`config.mk`:
```
export PLATFORM = sky130hd
export DESIGN_NAME = ddo_datapath
export DESIGN_NICKNAME = d
export VERILOG_FILES = /design/src/hw/rtl/ddo_pkg.sv /design/src/hw/rtl/ddo_datapath.sv
export SDC_FILE = /design/constraint.sdc
export NUM_CORES = 2
export LEC_CHECK = 0
export BUFFER_PORTS_ARGS = -buffer_cell sky130_fd_sc_hd__buf_2
export CORE_MARGIN = 2
export CORE_UTILIZATION = 55
export DETAILED_ROUTE_END_ITERATION = 16
export PLACE_DENSITY = 0.72
export SETUP_SLACK_MARGIN = 0.05
export SLEW_MARGIN = 5
export SYNTH_ARGS = -nofsm -noshare
export SYNTH_HDL_FRONTEND = slang
export SYNTH_SLANG_ARGS = --single-unit
```
`constraint.sdc`:
```
create_clock -name clk -period 11.1 [get_ports clk]
set_input_delay 1.11 -clock clk [delete_from_list [all_inputs] [get_ports clk]]
set_output_delay 1.11 -clock clk [all_outputs]
set_load 0.05 [all_outputs]
```
`src/hw/rtl/ddo_pkg.sv`:
```
`timescale 1ns / 1ps

package ddo_pkg;

  localparam logic [31:0] MPC_RST  = 32'd1580945;
  localparam logic [31:0] HG_RST   = 32'd432608;
  localparam logic [10:0] RATE_RST = 11'd1;

  localparam logic [1:0] REG_MPC  = 2'd0;
  localparam logic [1:0] REG_HG   = 2'd1;
  localparam logic [1:0] REG_RATE = 2'd2;

  localparam int ATAN_AW = 5;

  localparam logic [31:0] ATAN_TAB [32] = '{
    32'd536870912, 32'd316933405, 32'd167458907, 32'd85004756,
    32'd42667331,  32'd21354465,  32'd10680350,  32'd5340245,
    32'd2670163,   32'd1335086,   32'd667544,    32'd333772,
    32'd166886,    32'd83443,     32'd41721,     32'd20860,
    32'd10430,     32'd5215,      32'd2607,      32'd1303,
    32'd651,       32'd325,       32'd162,       32'd81,
    32'd40,        32'd20,        32'd10,        32'd5,
    32'd2,         32'd1,         32'd0,         32'd0
  };

  localparam logic signed [32:0] CORDIC_X0 = 33'sd652032874;

  localparam logic [3:0] ST_IDLE = 4'd0;
  localparam logic [3:0] ST_DC   = 4'd1;
  localparam logic [3:0] ST_T    = 4'd2;
  localparam logic [3:0] ST_TH   = 4'd3;
  localparam logic [3:0] ST_WAIT = 4'd4;
  localparam logic [3:0] ST_CX0  = 4'd5;
  localparam logic [3:0] ST_CX1  = 4'd6;
  localparam logic [3:0] ST_CY0  = 4'd7;
  localparam logic [3:0] ST_CY1  = 4'd8;
  localparam logic [3:0] ST_VX   = 4'd9;
  localparam logic [3:0] ST_VY   = 4'd10;
  localparam logic [3:0] ST_VH   = 4'd11;
  localparam logic [3:0] ST_FIN  = 4'd12;

  typedef struct packed {
    logic [31:0] meters_per_count;
    logic [31:0] heading_gain;
    logic [10:0] update_rate;
  } cfg_t;

  typedef struct packed {
    logic [3:0] step;
    logic       load_in;
    logic       finish;
  } cmd_t;

  typedef struct packed {
    logic        cos_neg;
    logic [31:0] cos_mag;
    logic        sin_neg;
    logic [31:0] sin_mag;
  } trig_t;

endpackage

```
`src/hw/rtl/ddo_datapath.sv`:
```
`timescale 1ns / 1ps

module ddo_datapath (
  input  logic            clk,
  input  logic            rst,
  input  ddo_pkg::cfg_t   cfg,
  input  ddo_pkg::cmd_t   cmd,
  input  logic [63:0]     s_tdata,
  input  ddo_pkg::trig_t  trig,
  output logic [31:0]     heading,
  output logic [191:0]    m_tdata
);

  localparam logic [31:0] SAT_MAX = 32'h7fff_ffff;
  localparam logic [31:0] SAT_MIN = 32'h8000_0000;

  function automatic logic [31:0] vel_sat(input logic neg, input logic big,
                                          input logic rate_zero, input logic [42:0] p);
    logic [31:0] r;
    if (rate_zero)  r = '0;
    else if (big)   r = neg ? SAT_MIN : SAT_MAX;
    else if (!neg)  r = (|p[42:31]) ? SAT_MAX : p[31:0];
    else            r = (p > 43'h0_8000_0000) ? SAT_MIN : (32'd0 - p[31:0]);
    return r;
  endfunction

  function automatic logic [31:0] pos_add(input logic [31:0] acc, input logic neg,
                                          input logic [47:0] mag);
    logic [49:0] a;
    logic [49:0] d;
    logic [49:0] s;
    logic [31:0] r;
    a = {{18{acc[31]}}, acc};
    d = {2'b00, mag};
    if (neg) d = 50'd0 - d;
    s = a + d;
    if (!s[49] && (|s[48:31]))      r = SAT_MAX;
    else if (s[49] && !(&s[48:31])) r = SAT_MIN;
    else                            r = s[31:0];
    return r;
  endfunction

  logic [31:0] left_count;
  logic [31:0] right_count;
  logic [31:0] prev_left;
  logic [31:0] prev_right;
  logic [31:0] acc_x;
  logic [31:0] acc_y;
  logic [31:0] acc_heading;

  logic        sum_neg;
  logic [32:0] msum;
  logic        diff_neg;
  logic [31:0] mdiff;
  logic [63:0] prod;
  logic [46:0] dcm;
  logic [31:0] t_lo;
  logic        t_big;
  logic [55:0] p_lo;
  logic [47:0] dxm;
  logic [47:0] dym;
  logic [31:0] vx_t;
  logic [31:0] vy_t;
  logic [31:0] vel_x;
  logic [31:0] vel_y;
  logic [31:0] vel_heading;

  logic [31:0] dl;
  logic [31:0] dr;
  logic [32:0] sum;
  logic [32:0] diff;
  logic [32:0] nsum;
  logic [32:0] ndiff;
  logic [31:0] mul_a;
  logic [31:0] mul_b;
  logic [63:0] dc_wide;
  logic [77:0] mag_full;
  logic        rate_zero;
  logic        dx_neg;
  logic        dy_neg;

  assign left_count  = s_tdata[31:0];
  assign right_count = s_tdata[63:32];

  always_comb begin
    dl        = left_count - prev_left;
    dr        = right_count - prev_right;
    sum       = {dl[31], dl} + {dr[31], dr};
    diff      = {dr[31], dr} - {dl[31], dl};
    nsum      = 33'd0 - sum;
    ndiff     = 33'd0 - diff;
    dc_wide   = prod + (msum[32] ? {cfg.meters_per_count, 32'd0} : 64'd0);
    mag_full  = {prod[53:0], 24'd0} + {22'd0, p_lo};
    rate_zero = (cfg.update_rate == '0);
    dx_neg    = sum_neg ^ trig.cos_neg;
    dy_neg    = sum_neg ^ trig.sin_neg;
  end

  always_comb begin
    unique case (cmd.step)
      ddo_pkg::ST_DC: begin
        mul_a = msum[31:0];
        mul_b = cfg.meters_per_count;
      end
      ddo_pkg::ST_T: begin
        mul_a = mdiff;
        mul_b = cfg.heading_gain;
      end
      ddo_pkg::ST_CX0: begin
        mul_a = {8'd0, dcm[23:0]};
        mul_b = trig.cos_mag;
      end
      ddo_pkg::ST_CX1: begin
        mul_a = {9'd0, dcm[46:24]};
        mul_b = trig.cos_mag;
      end
      ddo_pkg::ST_CY0: begin
        mul_a = {8'd0, dcm[23:0]};
        mul_b = trig.sin_mag;
      end
      ddo_pkg::ST_CY1: begin
        mul_a = {9'd0, dcm[46:24]};
        mul_b = trig.sin_mag;
      end
      ddo_pkg::ST_VX: begin
        mul_a = dxm[31:0];
        mul_b = {21'd0, cfg.update_rate};
      end
      ddo_pkg::ST_VY: begin
        mul_a = dym[31:0];
        mul_b = {21'd0, cfg.update_rate};
      end
      ddo_pkg::ST_VH, ddo_pkg::ST_FIN: begin
        mul_a = t_lo;
        mul_b = {21'd0, cfg.update_rate};
      end
      default: begin
        mul_a = '0;
        mul_b = '0;
      end
    endcase
  end

  always_ff @(posedge clk) begin
    prod <= 64'(mul_a) * 64'(mul_b);
    if (cmd.load_in) begin
      sum_neg  <= sum[32];
      msum     <= sum[32] ? nsum : sum;
      diff_neg <= diff[32];
      mdiff    <= diff[32] ? ndiff[31:0] : diff[31:0];
    end
    unique case (cmd.step)
      ddo_pkg::ST_T:   dcm <= dc_wide[63:17];
      ddo_pkg::ST_TH: begin
        t_lo  <= prod[31:0];
        t_big <= |prod[63:32];
      end
      ddo_pkg::ST_CX1, ddo_pkg::ST_CY1: p_lo <= prod[55:0];
      ddo_pkg::ST_CY0: dxm <= mag_full[77:30];
      ddo_pkg::ST_VX:  dym <= mag_full[77:30];
      ddo_pkg::ST_VY:  vx_t <= vel_sat(dx_neg, |dxm[47:32], rate_zero, prod[42:0]);
      ddo_pkg::ST_VH:  vy_t <= vel_sat(dy_neg, |dym[47:32], rate_zero, prod[42:0]);
      default: ;
    endcase
    if (cmd.finish) begin
      vel_x       <= vx_t;
      vel_y       <= vy_t;
      vel_heading <= vel_sat(diff_neg, t_big, rate_zero, prod[42:0]);
    end
  end

  always_ff @(posedge clk) begin
    if (rst) begin
      prev_left   <= '0;
      prev_right  <= '0;
      acc_x       <= '0;
      acc_y       <= '0;
      acc_heading <= '0;
    end else begin
      if (cmd.load_in) begin
        prev_left  <= left_count;
        prev_right <= right_count;
      end
      if (cmd.finish) begin
        acc_x       <= pos_add(acc_x, dx_neg, dxm);
        acc_y       <= pos_add(acc_y, dy_neg, dym);
        acc_heading <= acc_heading + (diff_neg ? 32'd0 - t_lo : t_lo);
      end
    end
  end

  assign heading = acc_heading;
  assign m_tdata = {vel_heading, vel_y, vel_x, acc_heading, acc_y, acc_x};

endmodule

```
==> reports/qor.txt <==
=================================================================================================
Status                                                                                  completed
Average wire length per cell after detail routing                                         25.5 um
Maximum number of pins on one net before global-route repair                                   90
Final max-slew violation count                                                                  0
Global-route wire length before repair                                                  415000 um
Weighted congestion reported at the end of routability-driven placement                      1.04
Clk_skew                                                                                  52.4 ps
Max_cap viols                                                                                   0
Setup repair bufs after CTS                                                                     0
Power density cells                                                                   275 mW/mm^2
End point of the worst hold path                                                         vel_y[5]
Min-Delay Path Class                                                                 flip-flop to flip-flop
Count of nets left with antenna violations after detail routing                                 0
Maximum fanout count along the critical path                                                   44
Cell taking the most area after synthesis                                            sky130_fd_sc_hd__fa_1
CTS Root Cell                                                                        sky130_fd_sc_hd__clkbuf_16
Worst slew margin                                                                           0.119
Clock Sinks                                                                                   658
Placed wire-length estimate                                                             228000 um
CP Class                                                                             input port to flip-flop
Area added between synthesis and finish                                                     10.0%
Nets                                                                                        10800
Number of standard-cell rows in the floorplan                                                 137
CTS-repair resized insts                                                                        0
Via count of the first global-routing pass                                                  65600
Most common cell in the netlist                                                      sky130_fd_sc_hd__inv_1
Number of cells traversed by the worst register-to-register path                               30
Width of the chip                                                                          380 um
Count of vias placed by the detailed router                                                 67500
Number of antenna violations at the first check in global routing                              23
EDFF count, synth                                                                             434
Category of the worst setup path capture point                                          flip-flop
Start point of the worst min-delay path                                                   vy_t[5]
Transition time at the pin with the least slew margin                                     1320 ps
Setup slack on the worst flop-to-flop path                                                1490 ps
Arrival time worst endpoint                                                              10940 ps
Number of cells produced by synthesis                                                        8737
Kind of launch point of the worst setup path                                           input port
Final setup violation count                                                                     0
Length of the first detailed-routing pass in iterations                                         8
Cell occurring most often along the worst timing path                                sky130_fd_sc_hd__fa_1
Max clock buf depth                                                                             3
DRC                                                                                             0
Most instantiated cells after synthesis                                              1179 x sky130_fd_sc_hd__inv_1, 1066 x sky130_fd_sc_hd__nor2_1, 904 x sky130_fd_sc_hd__fa_1
Final count of hold timing violations                                                           0
Setup tns final                                                                              0 ps
Starting density of the core                                                                0.555
Via density per instance                                                                     6.13
Count of synthesis-stage warnings from yosys                                                    0
Maximum vdd drop                                                                           391 uV
First-iteration detailed-routing DRC count                                                   7967
Overall overflow remaining after global route                                                   0
Critical path required time                                                              11630 ps
End of the worst register-to-register path                                               prod[63]
Largest incremental delay on the critical path                                             600 ps
Proportion of synthesized chip area in sequential cells                                     0.226
Core outline area                                                                      0.140 mm^2
Register clock-pin slew on the reported worst setup and hold paths                          60 ps
Total die area                                                                         0.144 mm^2
Layout cell share with drive strength beyond 1                                              0.103
Htree depth                                                                                     3
Cell types occupying the most area after synthesis                                   sky130_fd_sc_hd__fa_1 23%, sky130_fd_sc_hd__edfxtp_1 17%, sky130_fd_sc_hd__ha_1 9.4%
Maximum frequency from static timing analysis                                            96.0 MHz
Cells on Worst Hold Path                                                                        0
Async S/R FF share, synth                                                                       0
Total Wirelength                                                                        281000 um
Flops & latches, synth                                                                        658
Leak pwr                                                                                  39.2 nW
Number of ports placed on the die boundary                                                    437
Syn_nets                                                                                    10400
Critical-path top delay cell                                                         sky130_fd_sc_hd__a222oi_1
Number of clock buffers inserted by TritonCTS                                                  77
Avg Inst Size Synth                                                                     8.89 um^2
Post-layout min period                                                                   10410 ps
Netlist Area Pre-Place                                                                0.0777 mm^2
Final cell utilization of the core                                                          0.611
Number of distinct library cell variants in the gate-level netlist after synthesis            102
Setup repair after global routing missed its margin                                            no
Die height                                                                                 380 um
CTS tree                                                                                     done
Fraction of synthesized cell area taken by the top area cell type                           0.233
Global-route usage over all layers                                                          0.384
Ys flop type                                                                         sky130_fd_sc_hd__edfxtp_1
Skew-Pair Late Insertion Delay                                                             690 ps
Final cycle utilization of the critical path                                                0.938
Startpoint of the most critical register-to-register path                                 dym[12]
Number of I/O port buffers                                                                    436
Number of buffers inserted for hold repair after clock tree synthesis                           0
=================================================================================================
-- per-stage QoR --
stage          setup WS [ps]  area, um^2  power [mW]  cells  hold WS [ps]
5_1_grt                  312       85400        24.9  11000           421
6_report                 685       85400        23.5  11000           417
2_1_floorplan            121       77700        15.2   8737           400
4_1_cts                  894       85400        23.2  11000           418
3_5_place_dp             244       82700        20.4  10900           405
3_3_place_gp             357       82700        20.1  10900           404
-- metal layers --
metal | routed length, um | global-route usage
met2 | 123000 | 0.589
met3 | 32400 | 0.0873
met1 | 109000 | 0.513
met5 | 161 | 0
met4 | 16700 | 0.188
-- registers in the layout, summed over array words and instances (netlist names), 33 cells and up --
name and count:
dcm 47, prod 64, msum 33, dxm 48, dym 48
-- cells in the final DEF, fill, tap and decap left out, types with 23 or more instances in the layout --
| cell type | instances |
|---|---|
| sky130_fd_sc_hd__a221oi_2 | 27 |
| sky130_fd_sc_hd__nand2b_1 | 82 |
| sky130_fd_sc_hd__nor2b_1 | 55 |
| sky130_fd_sc_hd__ha_1 | 586 |
| sky130_fd_sc_hd__o21ai_0 | 265 |
| sky130_fd_sc_hd__a22oi_1 | 45 |
| sky130_fd_sc_hd__o21bai_1 | 64 |
| sky130_fd_sc_hd__inv_1 | 1179 |
| sky130_fd_sc_hd__mux2i_1 | 88 |
| sky130_fd_sc_hd__dfxtp_1 | 224 |
| sky130_fd_sc_hd__or3_1 | 41 |
| sky130_fd_sc_hd__xor2_1 | 200 |
| sky130_fd_sc_hd__or2_2 | 33 |
| sky130_fd_sc_hd__a21o_1 | 182 |
| sky130_fd_sc_hd__buf_4 | 253 |
| sky130_fd_sc_hd__fa_1 | 904 |
| sky130_fd_sc_hd__xnor2_1 | 346 |
| sky130_fd_sc_hd__o41ai_1 | 30 |
| sky130_fd_sc_hd__nand4_1 | 67 |
| sky130_fd_sc_hd__clkbuf_16 | 78 |
| sky130_fd_sc_hd__edfxtp_1 | 434 |
| sky130_fd_sc_hd__a222oi_1 | 36 |
| sky130_fd_sc_hd__a31oi_1 | 48 |
| sky130_fd_sc_hd__nor4_1 | 43 |
| sky130_fd_sc_hd__nand3_1 | 109 |
| sky130_fd_sc_hd__a221o_1 | 37 |
| sky130_fd_sc_hd__buf_2 | 433 |
| sky130_fd_sc_hd__o311a_1 | 23 |
| sky130_fd_sc_hd__a21oi_1 | 463 |
| sky130_fd_sc_hd__o31ai_1 | 41 |
| sky130_fd_sc_hd__and4_1 | 25 |
| sky130_fd_sc_hd__o21a_1 | 39 |
| sky130_fd_sc_hd__nor2_1 | 1061 |
| sky130_fd_sc_hd__and3_1 | 56 |
| sky130_fd_sc_hd__and2_1 | 70 |
| sky130_fd_sc_hd__nor3_1 | 147 |
| sky130_fd_sc_hd__a221oi_1 | 33 |
| sky130_fd_sc_hd__nand2_1 | 890 |
| sky130_fd_sc_hd__a211oi_1 | 63 |
-- critical path: cells and delay by family --
kind / cells / cell delay, ps
xor+xnor: 1 / 120
compound gates: 12 / 3360
fa+ha+maj: 9 / 4270
buf+inv: 6 / 1010
simple gates: 6 / 1010
-- worst max path at each step --
| stage | startpoint | end | slack, ps | cells past startpoint |
|---|---|---|---|---|
| after CTS | cmd[2] | prod[63] | 890 | 34 |
| after floorplan | cmd[4] | prod[63] | 120 | 34 |
| after detailed placement | cmd[2] | prod[63] | 240 | 34 |
| after global placement | cmd[2] | prod[63] | 360 | 34 |
| after global routing | cmd[2] | prod[63] | 310 | 34 |
| final | cmd[2] | prod[63] | 690 | 34 |
-- power breakdown --
| group | leakage [nW] | total [mW] | switching (mW) | internal (mW) |
|---|---|---|---|---|
| Clock | 1.29 | 2.73 | 1.13 | 1.60 |
| Sequential | 5.93 | 4.25 | 0.763 | 3.49 |
| Combinational | 32.0 | 16.5 | 10.4 | 6.14 |
| Total | 39.2 | 23.5 | 12.3 | 11.2 |
-- layout make-up --
class | instances | area (um^2)
clock inverters | 45 | 618
clock buffers | 95 | 2070
repair buffers | 697 | 4260
multi-input cells | 6445 | 54200
well taps | 1876 | 2350
diodes | 5 | 12.5
flip-flops and latches | 658 | 17500
fillers | 12200 | 54400
inverters | 1182 | 4440
-- cells by family (layout without fill, tap and decap cells) --
kind of cell,after synthesis,count (layout),synth area share
flip-flops,658,658,0.226
XOR/XNOR,550,550,0.0620
AO/OA/AOI/OAI,1563,1563,0.134
adder cells (fa/ha/maj),1490,1490,0.327
AND/OR/NAND/NOR,2753,2753,0.158
multiplexers,89,89,0.0115
other,0,5,0
buffers and inverters,1634,2019,0.0814
Note: power is estimated with default switching activity, not from simulation.
