<file path="src/hw/rtl/ddo_pkg.sv">
`timescale 1ns / 1ps

package ddo_pkg;

  localparam logic [31:0] MPC_RST  = 32'd1580945;
  localparam logic [31:0] HG_RST   = 32'd432608;
  localparam logic [10:0] RATE_RST = 11'd1;

  localparam logic [1:0] REG_MPC  = 2'd0;
  localparam logic [1:0] REG_HG   = 2'd1;
  localparam logic [1:0] REG_RATE = 2'd2;

  localparam int ATAN_AW = 5;

  localparam logic [31:0] ATAN_TAB [32] = '{
    32'd536870912, 32'd316933405, 32'd167458907, 32'd85004756,
    32'd42667331,  32'd21354465,  32'd10680350,  32'd5340245,
    32'd2670163,   32'd1335086,   32'd667544,    32'd333772,
    32'd166886,    32'd83443,     32'd41721,     32'd20860,
    32'd10430,     32'd5215,      32'd2607,      32'd1303,
    32'd651,       32'd325,       32'd162,       32'd81,
    32'd40,        32'd20,        32'd10,        32'd5,
    32'd2,         32'd1,         32'd0,         32'd0
  };

  localparam logic signed [32:0] CORDIC_X0 = 33'sd652032874;

  localparam logic [3:0] ST_IDLE = 4'd0;
  localparam logic [3:0] ST_DC   = 4'd1;
  localparam logic [3:0] ST_T    = 4'd2;
  localparam logic [3:0] ST_TH   = 4'd3;
  localparam logic [3:0] ST_WAIT = 4'd4;
  localparam logic [3:0] ST_CX0  = 4'd5;
  localparam logic [3:0] ST_CX1  = 4'd6;
  localparam logic [3:0] ST_CY0  = 4'd7;
  localparam logic [3:0] ST_CY1  = 4'd8;
  localparam logic [3:0] ST_VX   = 4'd9;
  localparam logic [3:0] ST_VY   = 4'd10;
  localparam logic [3:0] ST_VH   = 4'd11;
  localparam logic [3:0] ST_FIN  = 4'd12;

  typedef struct packed {
    logic [31:0] meters_per_count;
    logic [31:0] heading_gain;
    logic [10:0] update_rate;
  } cfg_t;

  typedef struct packed {
    logic [3:0] step;
    logic       load_in;
    logic       finish;
  } cmd_t;

  typedef struct packed {
    logic        cos_neg;
    logic [31:0] cos_mag;
    logic        sin_neg;
    logic [31:0] sin_mag;
  } trig_t;

endpackage

</file>
<file path="src/hw/rtl/ddo_ctrl.sv">
`timescale 1ns / 1ps

module ddo_ctrl (
  input  logic           clk,
  input  logic           rst,
  input  logic           s_tvalid,
  output logic           s_tready,
  output logic           m_tvalid,
  input  logic           m_tready,
  input  logic           cordic_done,
  output logic           cordic_start,
  output ddo_pkg::cmd_t  cmd
);

  logic [3:0] state;
  logic [3:0] state_next;
  logic       accept;
  logic       finish;
  logic       m_tvalid_next;

  assign s_tready     = (state == ddo_pkg::ST_IDLE);
  assign accept       = s_tvalid && s_tready;
  assign finish       = (state == ddo_pkg::ST_FIN) && (!m_tvalid || m_tready);
  assign cordic_start = accept;

  assign cmd.step    = state;
  assign cmd.load_in = accept;
  assign cmd.finish  = finish;

  always_comb begin
    state_next = state;
    unique case (state)
      ddo_pkg::ST_IDLE: if (accept) state_next = ddo_pkg::ST_DC;
      ddo_pkg::ST_DC:   state_next = ddo_pkg::ST_T;
      ddo_pkg::ST_T:    state_next = ddo_pkg::ST_TH;
      ddo_pkg::ST_TH:   state_next = ddo_pkg::ST_WAIT;
      ddo_pkg::ST_WAIT: if (cordic_done) state_next = ddo_pkg::ST_CX0;
      ddo_pkg::ST_CX0:  state_next = ddo_pkg::ST_CX1;
      ddo_pkg::ST_CX1:  state_next = ddo_pkg::ST_CY0;
      ddo_pkg::ST_CY0:  state_next = ddo_pkg::ST_CY1;
      ddo_pkg::ST_CY1:  state_next = ddo_pkg::ST_VX;
      ddo_pkg::ST_VX:   state_next = ddo_pkg::ST_VY;
      ddo_pkg::ST_VY:   state_next = ddo_pkg::ST_VH;
      ddo_pkg::ST_VH:   state_next = ddo_pkg::ST_FIN;
      ddo_pkg::ST_FIN:  if (finish) state_next = ddo_pkg::ST_IDLE;
      default:          state_next = ddo_pkg::ST_IDLE;
    endcase
  end

  always_comb begin
    priority if (finish) m_tvalid_next = 1'b1;
    else if (m_tready)   m_tvalid_next = 1'b0;
    else                 m_tvalid_next = m_tvalid;
  end

  always_ff @(posedge clk) begin
    if (rst) begin
      state    <= ddo_pkg::ST_IDLE;
      m_tvalid <= 1'b0;
    end else begin
      state    <= state_next;
      m_tvalid <= m_tvalid_next;
    end
  end

  a_accept_start: assert property (@(posedge clk) disable iff (rst)
    accept |=> state == ddo_pkg::ST_DC)
    else $error("accepted beat did not start the sequence");

  a_trig_ready: assert property (@(posedge clk) disable iff (rst)
    state == ddo_pkg::ST_CX0 |-> cordic_done)
    else $error("projection started before cordic finished");

  a_finish_valid: assert property (@(posedge clk) disable iff (rst)
    finish |=> m_tvalid)
    else $error("result not presented after finish");

endmodule

</file>
<file path="config.mk">
export PLATFORM = sky130hd
export DESIGN_NAME = ddo_ctrl
export DESIGN_NICKNAME = d
export VERILOG_FILES = /design/src/hw/rtl/ddo_pkg.sv /design/src/hw/rtl/ddo_ctrl.sv
export SDC_FILE = /design/constraint.sdc
export NUM_CORES = 1
export LEC_CHECK = 0
export BUFFER_PORTS_ARGS = -buffer_cell sky130_fd_sc_hd__buf_2
export CAP_MARGIN = 40
export CELL_PAD_IN_SITES_DETAIL_PLACEMENT = 1
export CELL_PAD_IN_SITES_GLOBAL_PLACEMENT = 1
export CORE_AREA = 2 2 39 41
export DETAILED_ROUTE_END_ITERATION = 16
export DIE_AREA = 0 0 41 43
export PLACE_DENSITY_LB_ADDON = 0.3
export SKIP_LAST_GASP = 1
export SYNTH_ARGS = -nofsm -noshare
export SYNTH_HDL_FRONTEND = slang
export SYNTH_SLANG_ARGS = --single-unit
</file>
<file path="constraint.sdc">
create_clock -name clk -period 1.61 [get_ports clk]
set_input_delay 0.322 -clock clk [delete_from_list [all_inputs] [get_ports clk]]
set_output_delay 0.322 -clock clk [all_outputs]
set_load 0.03 [all_outputs]
</file>
==> results of run 1 <==
## cell usage after synthesis
master and count:
dfxtp_1 5, and2_2 1, a2111oi_1 1, xor2_1 1, o21ai_0 1, buf_4 4
nor4_2 1, nor4b_2 1, a31oi_1 1, nor4_1 1, a21oi_1 3, nand4b_1 1
nor2b_1 2, o21bai_1 1, nand2_1 2, nor2_1 3, inv_1 1, nor3_1 2
## cell type report
type	instances	share of cell area, %
clock buffer	4	6.42
timing repair buffer	16	23.2
multi-input combinational	22	37.6
tap	16	4.89
inverter	1	0.917
sequential	5	26.9
## what timing repair did
item	4_1_cts	5_1_grt
endpoints found under the setup margin	0	3
gates resized for setup	0	6
setup buffers	0	3
## power breakdown
group | internal, mW | switching [mW]
clock | 0.0939 | 0.0537
sequential | 0.140 | 0.0332
combinational | 0.0753 | 0.0955
total | 0.309 | 0.182
## stage by stage
| stage | power [mW] | area [um2] | hold WS [ps] | TNS, ps | util [%] |
|---|---|---|---|---|---|
| 2_1_floorplan | 0.302 | 303 | 384 | -140 | - |
| 3_3_place_gp | 0.319 | 350 | 535 | 0 | 25.3 |
| 3_5_place_dp | 0.321 | 350 | 555 | 0 | 25.3 |
| 4_1_cts | 0.475 | 377 | 300 | 0 | 27.2 |
| 5_1_grt | 0.526 | 409 | 309 | -47.7 | 29.6 |
| 6_report | 0.492 | 409 | 304 | 0 | 29.6 |
## how the worst max path moves through the flow
stage	endpoint	depth (start not counted)
finish	cmd[1]	3
floorplan	cmd[1]	4
detailed placement	cmd[1]	3
CTS	cmd[1]	3
global route	cmd[1]	3
global placement	cmd[1]	3
## cells in the final DEF, fill, tap and decap left out, drive strengths merged, types with 2 or more instances in the layout
cell	count
nor2b	2
nor4	2
a21oi	3
dfxtp	5
clkbuf	4
buf	16
nor2	3
nand2	2
nor3	2
## kinds of logic (layout without fill, tap and decap cells)
logic type | after synthesis | after routing | share of synthesized area, %
xor+xnor | 1 | 1 | 3.15
buf+inv | 5 | 21 | 12.2
flops | 5 | 5 | 36.0
simple gates | 14 | 14 | 32.9
compound gates | 7 | 7 | 15.8
## registers in the layout, summed over array words and instances, names as in the netlist
register  flops
m_tvalid      1
state         4
## layer usage
metal / vias to the layer above / wire [um] / GRT usage, %
li1: 145 / - / -
met1: 133 / 332 / 12.5
met2: 10 / 332 / 11.9
met3: 0 / 68 / 7.85
met4: 0 / 0 / 4.00
met5: - / 0 / 0
==> results by group, run 1 <==
Routing
  • Vias: between 200 and 300
  • Initial DRC count: 4
  • Via density: about 4.5
  • DRT antenna net count: 0
  • DR WL/cell: roughly 11 um
  • Final wirelength: approximately 730 um
  • Drt pass-1 iters: 4
  • DRC: 0

Global routing
  • Largest net degree at the start of global routing: 11
  • First-pass GRT wire length: 1.13 mm
  • Total gr overflow: 0
  • All-Layer GR Usage: 9.83%
  • Vias in the first global route: about 270
  • Antenna violations before repair: 0

Yosys
  • Seq/Total Area, Yosys: roughly 36%
  • Cells after Synth: 32
  • #FFs+latches synth: 5
  • Synth warnings: 0
  • Avg Inst Size Synth: around 8.7 um2
  • Yosys cell types: 18
  • Synth top area cells: dfxtp_1, buf_4, a21oi_1
  • Share of the synthesized area in the top cell type: 36.0%
  • Synthesized area: around 280 um2
  • Synth Net Count: 37
  • Synth area leader: dfxtp_1

Critical path
  • Critical path launch point type: flip-flop
  • Max FO, Critical Path: 8
  • R2R setup slack: ~470 ps
  • WP data required: 1290 ps
  • Reg2reg path depth: 4
  • Critical R2R Capture: state[2]
  • Cells along the critical path: nor4_4, and2_4, buf_4
  • Critical Path AT: approximately 1200 ps
  • Delay-heaviest family, CP: simple AND/OR/NAND/NOR gates
  • Max incr delay on CP: between 300 and 400 ps
  • RR Startpoint: state[0]
  • Buf+Inv Stages, Crit Path: 1
  • CP startpoint: state[0]
  • Max stage delay cell, worst path: dfxtp_4
  • Capturing element type of the critical path: primary output
  • Worst Setup Path Type: reg -> out

Finish
  • Synth-to-layout area growth: 47.3%
  • Filler cells: approximately 170
  • Area taken by flip-flops and latches: 110 um2
  • Fraction of layout cells with a size suffix above 1: 54.2%
  • Nets: 54
  • Post-route non-filler standard cell count: 64
  • Multi-input logic area: between 150 and 200 um2
  • Antenna cell count: 0

Placement
  • GP Congestion: ~0.70
  • Cells after DPL: 57
  • PortBufs: 13
  • DP Worst Slack: roughly 270 ps

STA
  • Min Tclk post-route: approximately 1600 ps
  • Final setup fails: 0
  • Worst-Margin Slew: between 200 and 300 ps
  • Final hold violations: 0
  • Setup WS post-layout: 43.4 ps
  • Max Fclk: roughly 640 MHz
  • RSZ-0062 raised after global routing: yes
  • Rel. slew slack: between 80% and 90%
  • Fin. max-slew vios: 0
  • Clock skew: approximately 1.9 ps
  • Fin crit share: a little over nine tenths

Floorplanning
  • DIE HEIGHT: approximately 43 um
  • Cell Rows: 14
  • Initial core utilization: about a fifth
  • Io pins: 14
  • Core area: 1380 um2
  • Die width: ~40 um
  • DIE AREA: roughly 1800 um2

Min path
  • Hold path cells: 2
  • Min-delay src: rst
  • Hold WC Path Type: in -> reg
  • Hold EP: state[1]

Clock tree
  • CTS clk-pin slew, worst paths: ~50 ps
  • Cts hold-fix bufs: 0
  • Total number of H-tree levels: 1
  • Worst-Skew Late Latency: ~240 ps
  • CTS root buffer: clkbuf_4
  • CTS tree: done
  • CTS sink cnt: 5
  • TritonCTS Buffers: 3
  • Bufs on Longest Clock Path: 2

Run status
  • Status: finished, final reports clean

Power and ir drop
  • Leakage: between 0.15 and 0.2 nW
  • Power Dens Cells: 1200 nW/um2
  • Peak supply drop: 368 uV

Run
  • Max-cap viol count: 0
Power figures use the tool's default switching activity.
==> run 2: changes to the inputs <==
--- a/config.mk
+++ b/config.mk
@@ -7,8 +7,6 @@
 export LEC_CHECK = 0
 export BUFFER_PORTS_ARGS = -buffer_cell sky130_fd_sc_hd__buf_2
 export CAP_MARGIN = 40
-export CELL_PAD_IN_SITES_DETAIL_PLACEMENT = 1
-export CELL_PAD_IN_SITES_GLOBAL_PLACEMENT = 1
 export CORE_AREA = 2 2 39 41
 export DETAILED_ROUTE_END_ITERATION = 16
 export DIE_AREA = 0 0 41 43
@@ -17,3 +15,4 @@
 export SYNTH_ARGS = -nofsm -noshare
 export SYNTH_HDL_FRONTEND = slang
 export SYNTH_SLANG_ARGS = --single-unit
+export TNS_END_PERCENT = 30
==> run 2 against run 1 <==
Effect of this change: fmax rose by 0.84%; clock skew rose by 6.1 ps; design area fell by 2.4%; largest cell class unchanged; largest power group is now combinational logic.
==> results by group, run 2 (synthesized netlist as in run 1, its figures left out) <==
Clock tree
  • TritonCTS Buffers: 3 (unchanged)
  • Bufs on Longest Clock Path: 2 (unchanged)
  • Cts hold-fix bufs: 0 (unchanged)
  • Total number of H-tree levels: 1 (unchanged)
  • CTS sink cnt: 5 (unchanged)
  • CTS tree: done
  • CTS root buffer: clkbuf_4
  • Worst-Skew Late Latency: 240 ps (about the same)
  • CTS clk-pin slew, worst paths: 50 ps (about the same)

STA
  • Clock skew: 8.06 ps (+6.14 ps)
  • Setup WS post-layout: 56.4 ps (+13.0 ps)
  • Fin. max-slew vios: 0 (unchanged)
  • Rel. slew slack: 76.6% (-3.6 points)
  • Worst-Margin Slew: 351 ps (+53.2 ps)
  • Hold slack: 302 ps (-1.77 ps)
  • Final setup fails: 0 (unchanged)
  • Final hold violations: 0 (unchanged)
  • Max Fclk: 644 MHz (+0.84%)
  • Min Tclk post-route: 1550 ps (-13.0 ps)
  • Fin crit share: 96.5% (-0.81 points)
  • RSZ-0062 raised after global routing: yes

Finish
  • Multi-input logic area: 154 um2 (unchanged)
  • Antenna cell count: 0 (unchanged)
  • Most frequent cells in the layout: buf_2, buf_4, nor2_1, a21oi_1, clkbuf_4
  • Commonest non-fill, non-tap cell in the layout: buf_2
  • Post-route non-filler standard cell count: 63 (-1.6%)
  • Area taken by flip-flops and latches: 110 um2 (unchanged)
  • Nets: 53 (-1.9%)
  • Filler cells: 158 (-7.6%)
  • Top reg by flops: state
  • Largest regs: state x4, m_tvalid x1
  • Synth-to-layout area growth: 43.7%
  • Max reg flops: 4 (unchanged)
  • Fraction of layout cells with a size suffix above 1: 53.2% (-0.98 points)

Critical path
  • Critical Path AT: 1230 ps (about the same)
  • Max FO, Critical Path: 4 (-4)
  • Critical path launch point type: flip-flop
  • Delay-heaviest family, CP: simple AND/OR/NAND/NOR gates
  • Max incr delay on CP: 360 ps (about the same)
  • R2R setup slack: 310 ps (-160 ps)
  • WP data required: 1290 ps (about the same)
  • Max stage delay cell, worst path: dfxtp_4
  • Cells along the critical path: nor4_4, and2_4, buf_4
  • Worst Setup Path Type: reg -> out
  • Capturing element type of the critical path: primary output
  • Buf+Inv Stages, Crit Path: 1 (unchanged)

Power and ir drop
  • Power Dens Cells: 1210 nW/um2 (+0.98%)
  • Peak supply drop: 208 uV (-43%)
  • Leakage: 0.173 nW (-2.8%)

Floorplanning
  • Cell Rows: 14 (unchanged)
  • Initial core utilization: 20.1% (unchanged)
  • Core area: 1380 um2 (unchanged)
  • Die width: 41 um (unchanged)
  • DIE AREA: 1760 um2 (unchanged)
  • Io pins: 14 (unchanged)
  • DIE HEIGHT: 43 um (unchanged)

Global routing
  • Total gr overflow: 0 (unchanged)
  • All-Layer GR Usage: 7.22% (-2.6 points)
  • Largest net degree at the start of global routing: 11 (unchanged)
  • First-pass GRT wire length: 876 um (-23%)
  • Antenna violations before repair: 0 (unchanged)
  • Vias in the first global route: 219 (-19%)

Routing
  • Drt pass-1 iters: 4 (unchanged)
  • DRT antenna net count: 0 (unchanged)
  • Initial DRC count: 3 (-1)
  • DR WL/cell: 10.1 um (-12%)
  • Vias: 274 (-4.9%)
  • Via density: 4.35 (-3.4%)
  • DRC: 0 (unchanged)
  • Final wirelength: 637 um (-13%)

Run
  • Max-cap viol count: 0 (unchanged)

Placement
  • Post-DP HPWL: 451 um
  • Cells after DPL: 57 (unchanged)
  • DP Worst Slack: 272 ps (+4.27 ps)
  • PortBufs: 13 (unchanged)
  • GP Congestion: 0.610 (-12%)

Min path
  • Hold WC Path Type: in -> reg

Run status
  • Status: finished, final reports clean
[run 2: per-stage QoR]
| step | util (%) | total power, mW | cell area (um2) | setup TNS, ps |
|---|---|---|---|---|
| floorplan | - | 0.302 | 303 | -140 |
| global placement | 25.3 | 0.318 | 350 | 0 |
| detailed placement | 25.3 | 0.318 | 350 | 0 |
| CTS | 27.2 | 0.467 | 377 | 0 |
| global route | 28.8 | 0.512 | 399 | -25.4 |
| finish | 28.8 | 0.484 | 399 | 0 |
[run 2: cell type report]
class | count | share of cell area [%]
Tap cell | 16 | 5.02
Timing Repair Buffer | 15 | 21.3
Clock buffer | 4 | 6.58
Multi-Input combinational cell | 22 | 38.6
Sequential cell | 5 | 27.6
Inverter | 1 | 0.940
[run 2: timing repair]
item	4_1_cts	5_1_grt
setup endpoints to repair	0	2
resized for setup	0	5
buffers inserted	0	2
[run 2: where the power goes]
group / switching (mW) / internal (mW)
Sequential: 0.0278 / 0.140
Combinational: 0.0980 / 0.0714
Clock: 0.0534 / 0.0938
Total: 0.179 / 0.305
[run 2: metal layers]
metal,part of all wire [%],global-route usage [%],vias to the layer above
met5,0,0,-
met4,0,6.00,0
met3,9.1,1.57,0
met2,46,10.3,11
met1,45,8.65,120
li1,-,-,143
[run 2: path summary, 6_finish.rpt]
kind / from / to / depth (start not counted)
setup reg to reg: state[0] / state[2] / 5
hold reg to reg: state[0] / state[0] / 1
hold / removal: rst / state[3] / 2
setup / recovery: state[0] / cmd[1] / 3
[run 2: worst register-to-register path, stage by stage (launching register included)]
cell and delay, ps:
dfxtp_4 360, buf_4 150, buf_4 140, nor4b_2 320, nor3_1 90, nor3_1 160
